### src/hw/rtl/deq_pkg.sv
package deq_pkg;

    localparam int DEPTH  = 64;
    localparam int PTR_W  = (DEPTH > 1) ? $clog2(DEPTH) : 1;
    localparam int CNT_W  = $clog2(DEPTH + 1);
    localparam int WORD_W = 32;

    localparam logic [PTR_W-1:0] PTR_LAST = PTR_W'(DEPTH - 1);
    localparam logic [CNT_W-1:0] CNT_FULL = CNT_W'(DEPTH);

    localparam logic [1:0] CMD_PUSH_FRONT = 2'd0;
    localparam logic [1:0] CMD_PUSH_REAR  = 2'd1;
    localparam logic [1:0] CMD_POP_FRONT  = 2'd2;
    localparam logic [1:0] CMD_POP_REAR   = 2'd3;

    localparam logic [1:0] ST_DONE  = 2'd0;
    localparam logic [1:0] ST_EMPTY = 2'd1;
    localparam logic [1:0] ST_FULL  = 2'd2;

    typedef enum logic {
        S_IDLE,
        S_FETCH
    } t_state;

    function automatic logic [PTR_W-1:0] ring_next(input logic [PTR_W-1:0] pos);
        return (pos == PTR_LAST) ? '0 : pos + PTR_W'(1);
    endfunction

    function automatic logic [PTR_W-1:0] ring_prev(input logic [PTR_W-1:0] pos);
        return (pos == '0) ? PTR_LAST : pos - PTR_W'(1);
    endfunction

endpackage

### src/hw/rtl/deq_ram.sv
module deq_ram #(
    parameter int WIDTH = 32,
    parameter int DEPTH = 64,
    parameter int ADDR_W = (DEPTH > 1) ? $clog2(DEPTH) : 1
) (
    input  logic              i_clk,
    input  logic              i_we,
    input  logic [ADDR_W-1:0] i_waddr,
    input  logic [WIDTH-1:0]  i_wdata,
    input  logic [ADDR_W-1:0] i_raddr,
    output logic [WIDTH-1:0]  o_rdata
);

    logic [WIDTH-1:0] r_mem [DEPTH];
    logic [WIDTH-1:0] r_rdata;

    always_ff @(posedge i_clk) begin
        if (i_we) begin
            r_mem[i_waddr] <= i_wdata;
        end
        r_rdata <= r_mem[i_raddr];
    end

    assign o_rdata = r_rdata;

endmodule

### src/hw/rtl/double_ended_queue.sv
// The accepting edge moves the control from S_IDLE into S_FETCH; the result strobe
// and the result words are registered at the edge that leaves S_FETCH.
// A new command is taken only in S_IDLE; busy is high for the one cycle in
// which the slot memory's registered read port returns the new end word.
// Reset (synchronous, active low) empties the deque; slot contents are kept.
// The receiver cannot stall: each result is shown for exactly one cycle.
module double_ended_queue
    import deq_pkg::*;
(
    input  logic                    i_clk,
    input  logic                    i_rst_n,
    input  logic                    start,
    output logic                    busy,
    input  logic [1:0]              i_cmd,
    input  logic signed [WORD_W-1:0] i_data_value,
    output logic                    o_valid,
    output logic [1:0]              o_status,
    output logic signed [WORD_W-1:0] o_front_word,
    output logic signed [WORD_W-1:0] o_rear_word,
    output logic                    o_is_empty,
    output logic [CNT_W-1:0]        o_occupancy
);

    t_state             r_state, n_state;
    logic [PTR_W-1:0]   r_head, n_head;
    logic [PTR_W-1:0]   r_tail, n_tail;
    logic [CNT_W-1:0]   r_count, n_count;
    logic [WORD_W-1:0]  r_front, n_front;
    logic [WORD_W-1:0]  r_rear, n_rear;
    logic               r_fill_front, n_fill_front;
    logic               r_fill_rear, n_fill_rear;
    logic [1:0]         r_status, n_status;

    logic               r_valid, n_valid;
    logic [1:0]         r_o_status, n_o_status;
    logic [WORD_W-1:0]  r_o_front, n_o_front;
    logic [WORD_W-1:0]  r_o_rear, n_o_rear;
    logic               r_o_empty, n_o_empty;
    logic [CNT_W-1:0]   r_o_count, n_o_count;

    logic               ram_we;
    logic [PTR_W-1:0]   ram_waddr;
    logic [PTR_W-1:0]   ram_raddr;
    logic [WORD_W-1:0]  ram_rdata;

    deq_ram #(
        .WIDTH (WORD_W),
        .DEPTH (DEPTH)
    ) u_slots (
        .i_clk   (i_clk),
        .i_we    (ram_we),
        .i_waddr (ram_waddr),
        .i_wdata (i_data_value),
        .i_raddr (ram_raddr),
        .o_rdata (ram_rdata)
    );

    always_comb begin
        n_state      = r_state;
        n_head       = r_head;
        n_tail       = r_tail;
        n_count      = r_count;
        n_front      = r_front;
        n_rear       = r_rear;
        n_fill_front = r_fill_front;
        n_fill_rear  = r_fill_rear;
        n_status     = r_status;
        n_valid      = 1'b0;
        n_o_status   = r_o_status;
        n_o_front    = r_o_front;
        n_o_rear     = r_o_rear;
        n_o_empty    = r_o_empty;
        n_o_count    = r_o_count;
        ram_we       = 1'b0;
        ram_waddr    = ring_prev(r_head);
        ram_raddr    = ring_next(r_head);

        unique case (r_state)
            S_IDLE: begin
                if (start) begin
                    n_state      = S_FETCH;
                    n_status     = ST_DONE;
                    n_fill_front = 1'b0;
                    n_fill_rear  = 1'b0;
                    unique case (i_cmd)
                        CMD_PUSH_FRONT: begin
                            if (r_count == CNT_FULL) begin
                                n_status = ST_FULL;
                            end else begin
                                ram_we    = 1'b1;
                                ram_waddr = ring_prev(r_head);
                                n_head    = ring_prev(r_head);
                                n_count   = r_count + CNT_W'(1);
                                n_front   = i_data_value;
                                if (r_count == '0) begin
                                    n_rear = i_data_value;
                                end
                            end
                        end
                        CMD_PUSH_REAR: begin
                            if (r_count == CNT_FULL) begin
                                n_status = ST_FULL;
                            end else begin
                                ram_we    = 1'b1;
                                ram_waddr = r_tail;
                                n_tail    = ring_next(r_tail);
                                n_count   = r_count + CNT_W'(1);
                                n_rear    = i_data_value;
                                if (r_count == '0) begin
                                    n_front = i_data_value;
                                end
                            end
                        end
                        CMD_POP_FRONT: begin
                            if (r_count == '0) begin
                                n_status = ST_EMPTY;
                            end else begin
                                // The new front sits at the advanced head.
                                ram_raddr    = ring_next(r_head);
                                n_head       = ring_next(r_head);
                                n_count      = r_count - CNT_W'(1);
                                n_fill_front = 1'b1;
                            end
                        end
                        CMD_POP_REAR: begin
                            if (r_count == '0) begin
                                n_status = ST_EMPTY;
                            end else begin
                                // The new rear sits one before the retreated tail.
                                ram_raddr   = ring_prev(ring_prev(r_tail));
                                n_tail      = ring_prev(r_tail);
                                n_count     = r_count - CNT_W'(1);
                                n_fill_rear = 1'b1;
                            end
                        end
                        default: begin
                        end
                    endcase
                end
            end
            S_FETCH: begin
                n_state = S_IDLE;
                if (r_fill_front) begin
                    n_front = ram_rdata;
                end
                if (r_fill_rear) begin
                    n_rear = ram_rdata;
                end
                n_valid    = 1'b1;
                n_o_status = r_status;
                n_o_empty  = (r_count == '0);
                n_o_count  = r_count;
                if (r_count == '0) begin
                    n_o_front = '1;
                    n_o_rear  = '1;
                end else begin
                    n_o_front = r_fill_front ? ram_rdata : r_front;
                    n_o_rear  = r_fill_rear ? ram_rdata : r_rear;
                end
            end
            default: begin
                n_state = S_IDLE;
            end
        endcase
    end

    always_ff @(posedge i_clk) begin
        if (!i_rst_n) begin
            r_state <= S_IDLE;
            r_head  <= '0;
            r_tail  <= '0;
            r_count <= '0;
            r_valid <= 1'b0;
        end else begin
            r_state <= n_state;
            r_head  <= n_head;
            r_tail  <= n_tail;
            r_count <= n_count;
            r_valid <= n_valid;
        end
    end

    always_ff @(posedge i_clk) begin
        r_front      <= n_front;
        r_rear       <= n_rear;
        r_fill_front <= n_fill_front;
        r_fill_rear  <= n_fill_rear;
        r_status     <= n_status;
        r_o_status   <= n_o_status;
        r_o_front    <= n_o_front;
        r_o_rear     <= n_o_rear;
        r_o_empty    <= n_o_empty;
        r_o_count    <= n_o_count;
    end

    assign busy         = (r_state != S_IDLE);
    assign o_valid      = r_valid;
    assign o_status     = r_o_status;
    assign o_front_word = r_o_front;
    assign o_rear_word  = r_o_rear;
    assign o_is_empty   = r_o_empty;
    assign o_occupancy  = r_o_count;

endmodule

### config.mk
export PLATFORM = sky130hd
export DESIGN_NAME = double_ended_queue
export DESIGN_NICKNAME = d
export VERILOG_FILES = /design/src/hw/rtl/deq_pkg.sv /design/src/hw/rtl/deq_ram.sv /design/src/hw/rtl/double_ended_queue.sv
export SDC_FILE = /design/constraint.sdc
export NUM_CORES = 2
export LEC_CHECK = 0
export ABC_AREA = 1
export BUFFER_PORTS_ARGS = -buffer_cell sky130_fd_sc_hd__buf_2
export CAP_MARGIN = 0
export CORE_ASPECT_RATIO = 1.2
export CORE_MARGIN = 3
export CORE_UTILIZATION = 50
export DETAILED_ROUTE_END_ITERATION = 16
export PLACE_DENSITY = 0.65
export SYNTH_ARGS = -nofsm -noshare
export SYNTH_HDL_FRONTEND = slang
export SYNTH_SLANG_ARGS = --single-unit
### constraint.sdc
create_clock -name i_clk -period 6.49 [get_ports i_clk]
set_input_delay 0.3245 -clock i_clk [delete_from_list [all_inputs] [get_ports i_clk]]
set_output_delay 0.3245 -clock i_clk [all_outputs]
set_load 0.02 [all_outputs]
# Word level (Yosys, flattened, before mapping)
# Memory sizes are Yosys's and may differ from the RTL's. A register that Yosys moved wholly into a read port is not among the register bits.
# Index checks and enable logic that the tools add are counted.
# word_totals
register_bits	163
ramBits	2048
inputBits	37
out_inout_bits	76
elab_cells	103
mem_count	1
# op_classes
addsub	7
n_eq_ne	18
n_mux	46
bitwise	1
reduce_logical	15
# memory_table
memory	depth	word_bits	rd	rd_ports_with_merged_regs	write_ports	line	rtl
u_slots.r_mem	64	32	1	1	1	deq_ram.sv:14	logic [WIDTH-1:0] r_mem [DEPTH];
# ops
op	count
32-bit one-hot mux with 2 select lines	4
32-bit 2-to-1 mux	7
6-bit 2-to-1 mux	17
6-bit one-hot mux with 2 select lines	2
5-bit AND reduction	4
6-bit zero test	3
6-bit by 1-bit subtractor with 6-bit output, second input constant	3
7-bit 2-to-1 mux	2
2-bit != test, second input constant	7
7-bit one-hot mux with 2 select lines	1
6-bit by 1-bit adder with 6-bit output, second input constant	2
6-bit == test, second input constant	2
3-bit != test, second input constant	4
1-bit 2-to-1 mux	10
7-bit by 1-bit adder with 7-bit output, second input constant	1
7-bit == test, second input constant	1
7-bit zero test	1
7-bit by 1-bit subtractor with 7-bit output, second input constant	1
2-bit == test, second input constant	2
2-bit one-hot mux with 2 select lines	1
4-bit AND reduction	1
2-bit nonzero test	2
2-bit OR reduction	2
3-bit by 1-bit != test with 1-bit output, second input constant	1
other kinds (6)	6

# Longest topological paths before layout
# depth
depth_word	8
depth_mapped	18
depth_no_buf	15

# By module
# A second synthesis with hierarchy kept.
# hier_totals
hier_cells	7604
hier_area_um2	90568.1
# modules_own_cells
module	n_inst	cells_per_inst	area_each_um2	seq_area_each_um2
deq_ram	1	6769	82739.4	62139.6
double_ended_queue	1	835	7828.8	4684.5

# Worst setup path after synthesis
# Ideal clock, no wire load.
# synth_timing
kind	register to register
from	reg r_state, in the netlist busy
to	mem u_slots.r_mem[25][0], enable pin
setup_time_ns	0.421
arrival_time_ns	4.558
required_ns	6.069
slack_ns	1.511
stages_incl_launch_ff	10
n_path_buf	1
period_less_slack_ns	4.979
cell_sequence	dfxtp_1 -> nor2_1 -> nand2_1 -> buf_2 -> nand2_1 -> o21ai_0 -> inv_1 -> nor2_1 -> nand2_1 -> nor2_1
# synth_between
elab_chain_cells	3
elab_cells_between_ends	4
classes_between	4 x mux
# synth_lines
element	line	rtl
from (decl)	double_ended_queue.sv:24	t_state r_state, n_state;
from (signal assigned)	double_ended_queue.sv:175	r_state <= n_state;
1-bit 2-to-1 mux	double_ended_queue.sv:78	unique case (r_state)
1-bit 2-to-1 mux	deq_ram.sv:18	if (i_we) begin
1-bit 2-to-1 mux (implied by the code)	deq_ram.sv:19	r_mem[i_waddr] <= i_wdata;
to (decl)	deq_ram.sv:14	
# Several ways; a longest one is shown, not always the timed one.

# Final worst setup path
# layout_timing
from	reg r_tail[0]
to	reg u_slots.r_rdata[14], in the netlist u_slots.o_rdata[14], read port of u_slots.r_mem
# layout_between
elab_chain_cells	8
elab_cells_between_ends	10
classes_between	2 x add/sub; 6 x mux; 2 x reduce/logical
# layout_lines
element	line	rtl
from (decl)	double_ended_queue.sv:26	logic [PTR_W-1:0] r_tail, n_tail;
from (signal assigned)	double_ended_queue.sv:177	r_tail <= n_tail;
6-bit by 1-bit subtractor with 6-bit output or 6-bit zero test (tied branches)	deq_pkg.sv:30	return (pos == '0) ? PTR_LAST : pos - PTR_W'(1);
6-bit 2-to-1 mux *	deq_pkg.sv:30	
6-bit by 1-bit subtractor with 6-bit output or 6-bit zero test (tied branches)	deq_pkg.sv:30	
6-bit 2-to-1 mux *	deq_pkg.sv:30	
6-bit 2-to-1 mux *	double_ended_queue.sv:126	if (r_count == '0) begin
6-bit 2-to-1 mux *	-	
6-bit 2-to-1 mux *	double_ended_queue.sv:80	if (start) begin
6-bit 2-to-1 mux *	double_ended_queue.sv:78	
to (decl)	deq_ram.sv:15	logic [WIDTH-1:0] r_rdata;
# Every way passes the cells marked *; elsewhere a longest branch is shown, timed or not.
# A chain may end at the register's enable or synchronous reset.

==> parameters.txt <==
Parameter                              Value

Worst setup path
  Type of destination of the critical path ... register
  Maximum fanout count along the critical path ... 155
  Endpoint arrival time on the critical path ... 6.01 ns
  Category of the critical setup timing path ... register to register
  Reg2Reg Setup Slack ... 1.20 ns
  Required time at the endpoint of the critical path ... 7.22 ns
  Category of the worst setup path launch point ... register

Die
  Die W ... 409 µm
  Initial core utilization ... 50.3%
  Rows ... 177
  Core Area ... 194000 µm²
  Vertical die dimension ... 490 µm
  IO Count ... 113
  Area of the die ... 201000 µm²

Route
  Remaining routing DRC violations ... 0
  TritonRoute pass-1 iters ... 8
  DRT iter0 DRCs ... 8655
  Total routed wirelength ... 294 mm
  Routed wire length per instance ... 24.2 µm
  Via count ... 67700
  Antenna viol nets, final ... 0
  Vias per inst ... 5.58

Layout
  Filler instances ... 16300
  Area Overhead vs Synth ... 11.0%
  Most frequent standard cell in the layout excluding fill and tap cells ... sky130_fd_sc_hd__nand3_1
  Final layout net count ... 9395
  Highest-count cells in the layout ignoring fill and taps ... sky130_fd_sc_hd__nand3_1 (2296), sky130_fd_sc_hd__edfxtp_1 (2190), sky130_fd_sc_hd__nand2_1 (2088), sky130_fd_sc_hd__inv_1 (1867), sky130_fd_sc_hd__clkbuf_16 (220)
  Fraction of final layout cells sized beyond drive strength 1 ... 7.08%

Yosys
  Net count of the mapped netlist ... 9421
  Flop and latch count out of synthesis ... 2243
  Synth Area in Adders ... 0.174%
  Largest family of logic cells by synthesized area ... simple AND/OR/NAND/NOR gates
  Number of instances in the synthesized netlist ... 9371
  Yosys warns ... 0
  Post-Syn Area ... 97600 µm²
  Post-synthesis compound-gate area fraction ... 1.03%
  Cell variety after synth ... 37
  Area share of and/or/nand/nor cells after synthesis ... 20.4%
  Sequential cell area fraction in the yosys report ... 68.5%
  Proportion of synthesized area in mux cells ... 0%
  Synth Area per Inst ... 10.4 µm²
  Parity-gate share of the synthesized area counting xor and xnor cells ... 0.124%

Global route
  Combined global-route utilization of all metal layers ... 28.8%
  Via count of the first global-routing pass ... 63600
  Wire length of the first global-routing pass ... 428 mm
  Residual overflow from global routing ... 0
  Maximum number of pins on one net before global-route repair ... 156
  Initial antenna violation count ... 14

Placed design
  Number of buffer cells added on primary ports ... 112
  Detailed placer's ending HPWL ... 170 mm
  Final RePlAce weighted congestion ... 0.915

Outcome
  Run status ... finished, final reports clean

Clock network
  Root buffer cell ... sky130_fd_sc_hd__clkbuf_16
  Clock sink total ... 2243
  Num CTS Buffers ... 216
  Htree depth ... 4
  Worst-skew pair later-pin latency ... 0.88 ns
  Clock edge transition at the registers on the reported setup and hold paths ... 0.06 ns
  TritonCTS clock tree ... done
  Max Root-Sink Buffers ... 3
  Post-CTS Resized ... 0

STA
  Actual slew at the worst max-slew pin ... 1.28 ns
  Highest Clock Rate ... 189 MHz
  Final min period ... 5.29 ns
  Setup_tns ... 0 ns
  Share of the clock period used by the worst path ... 81.5%
  Worst-case clock skew ... 0.0458 ns
  Hold violation count in the final report ... 0
  Final number of setup-violating endpoints ... 0
  Max-slew violation total from the final report ... 0
  Setup repair after global routing missed its margin ... false
  Worst-case headroom to the max-slew limit ... 14.3%

Pwr
  Total power draw ... 35.1 mW
  VDD IR-drop max ... 313 µV
  Total power divided by cell area ... 324 nW/µm²
  Leakage power of the design ... 45.0 nW

Min path
  Classification of the worst-slack hold path ... input port to register

Job
  Max-cap viol count ... 0
-- through the flow --
step           utilization (%)  hold slack, ns  setup slack (ns)  instances  area, µm²
4_1_cts                   55.8          0.0246              1.29      12100     108000
5_1_grt                   55.8          0.0605              1.05      12100     108000
2_1_floorplan                -           0.400              1.51       9371      97600
3_3_place_gp              52.1           0.417              1.37      11700     101000
6_report                  55.8          0.0939              1.20      12100     108000
3_5_place_dp              52.1           0.409              1.29      11700     101000
-- registers in the layout, indices dropped and copies added, names as in the netlist --
register         flops
o_occupancy          7
o_valid              1
o_is_empty           1
r_tail               6
u_slots.o_rdata     32
r_status             2
r_rear              32
u_slots.r_mem     2048
o_front_word        32
r_count              7
r_front             32
r_head               6
r_fill_rear          1
busy                 1
o_rear_word         32
r_fill_front         1
o_status             2
-- layer usage --
metal,share of wire (%),GRT usage [%],up-vias,wire (µm)
li1,-,-,30700,-
met3,9.6,4.33,555,28100
met5,0.024,0,-,70
met1,39,39.2,32800,113000
met4,6.4,16.3,10,18800
met2,45,44.4,3588,134000
-- report_power, final --
part / leakage, nW / internal [mW] / switching, mW
registers: 20.2 / 16.2 / 0.309
logic: 21.3 / 1.40 / 4.45
clock network: 3.48 / 7.18 / 5.53
-- worst paths after layout --
kind,cells past startpoint,endpoint,from
worst max-delay path,15,u_slots.o_rdata[14]$_DFF_P_,r_tail[0]$_SDFFE_PN0P_
worst min-delay path,1,u_slots.r_mem[31][16]$_DFFE_PP_,i_data_value[16]
worst max register to register,15,u_slots.o_rdata[14]$_DFF_P_,r_tail[0]$_SDFFE_PN0P_
worst min register to register,0,o_status[1]$_DFFE_PP_,r_status[1]$_SDFFCE_PN0P_
-- worst max-delay path: stages, from the launching register on --
cell and delay, ns:
sky130_fd_sc_hd__dfxtp_1 0.55, sky130_fd_sc_hd__inv_1 0.18, sky130_fd_sc_hd__ha_1 0.31, sky130_fd_sc_hd__nand3_2 0.14
sky130_fd_sc_hd__nand2_2 0.09, sky130_fd_sc_hd__nor2_1 0.30, sky130_fd_sc_hd__nand2_8 0.34, sky130_fd_sc_hd__nand2_4 0.70
sky130_fd_sc_hd__buf_12 0.60, sky130_fd_sc_hd__nand2_1 0.12, sky130_fd_sc_hd__nand3_1 0.12, sky130_fd_sc_hd__nand3_1 0.09
sky130_fd_sc_hd__nand3_1 0.14, sky130_fd_sc_hd__nand3_1 0.57, sky130_fd_sc_hd__nand3_1 0.57, sky130_fd_sc_hd__nand2_1 0.10
-- kinds of logic (layout without fill, tap and decap cells) --
| kind of cell | count (synthesis) | after routing |
|---|---|---|
| AND/OR/NAND/NOR | 4515 | 4515 |
| buffers and inverters | 2391 | 2550 |
| flip-flops | 2243 | 2243 |
| AO/OA/AOI/OAI | 196 | 196 |
| adder cells (fa/ha/maj) | 13 | 13 |
| XOR/XNOR | 13 | 13 |
| other | 0 | 2 |
-- Yosys cell counts (all sizes together) --
library cell,count,area [µm²]
nor3,6,35.0
nand3,2299,11500
dfxtp,53,1060
buf,432,2220
a211oi,4,30.0
o22ai,1,6.26
fa,1,20.0
a22oi,1,7.51
o31ai,1,7.51
o211ai,1,7.51
ha,12,150
o21ai,163,816
xnor2,7,68.8
or2,1,6.26
o21a,1,7.51
clkbuf,84,315
a21oi,21,105
nor2,109,419
a31oi,2,12.5
nand2,2098,7890
a22o,1,8.76
nand4,1,6.26
xor2,6,52.6
inv,1875,7040
edfxtp,2190,65800
nand3b,1,7.51
-- cell type report --
type | instances | area [µm²] | share of cell area [%]
Clock buffer | 271 | 5780 | 5.33
Tap cell | 2595 | 3250 | 3.00
Multi-Input combinational cell | 4737 | 21800 | 20.1
Timing Repair Buffer | 272 | 2270 | 2.10
Sequential cell | 2243 | 66800 | 61.7
Antenna cell | 2 | 5.00 | 0.00462
Clock inverter | 132 | 1340 | 1.23
Inverter | 1875 | 7050 | 6.51
-- repair_timing --
item,CTS,global route
endpoints found under the setup margin,0,0
hold endpoints to repair,59,0
buffers inserted,0,0
hold buffers,9,0
Power figures use the tool's default switching activity.
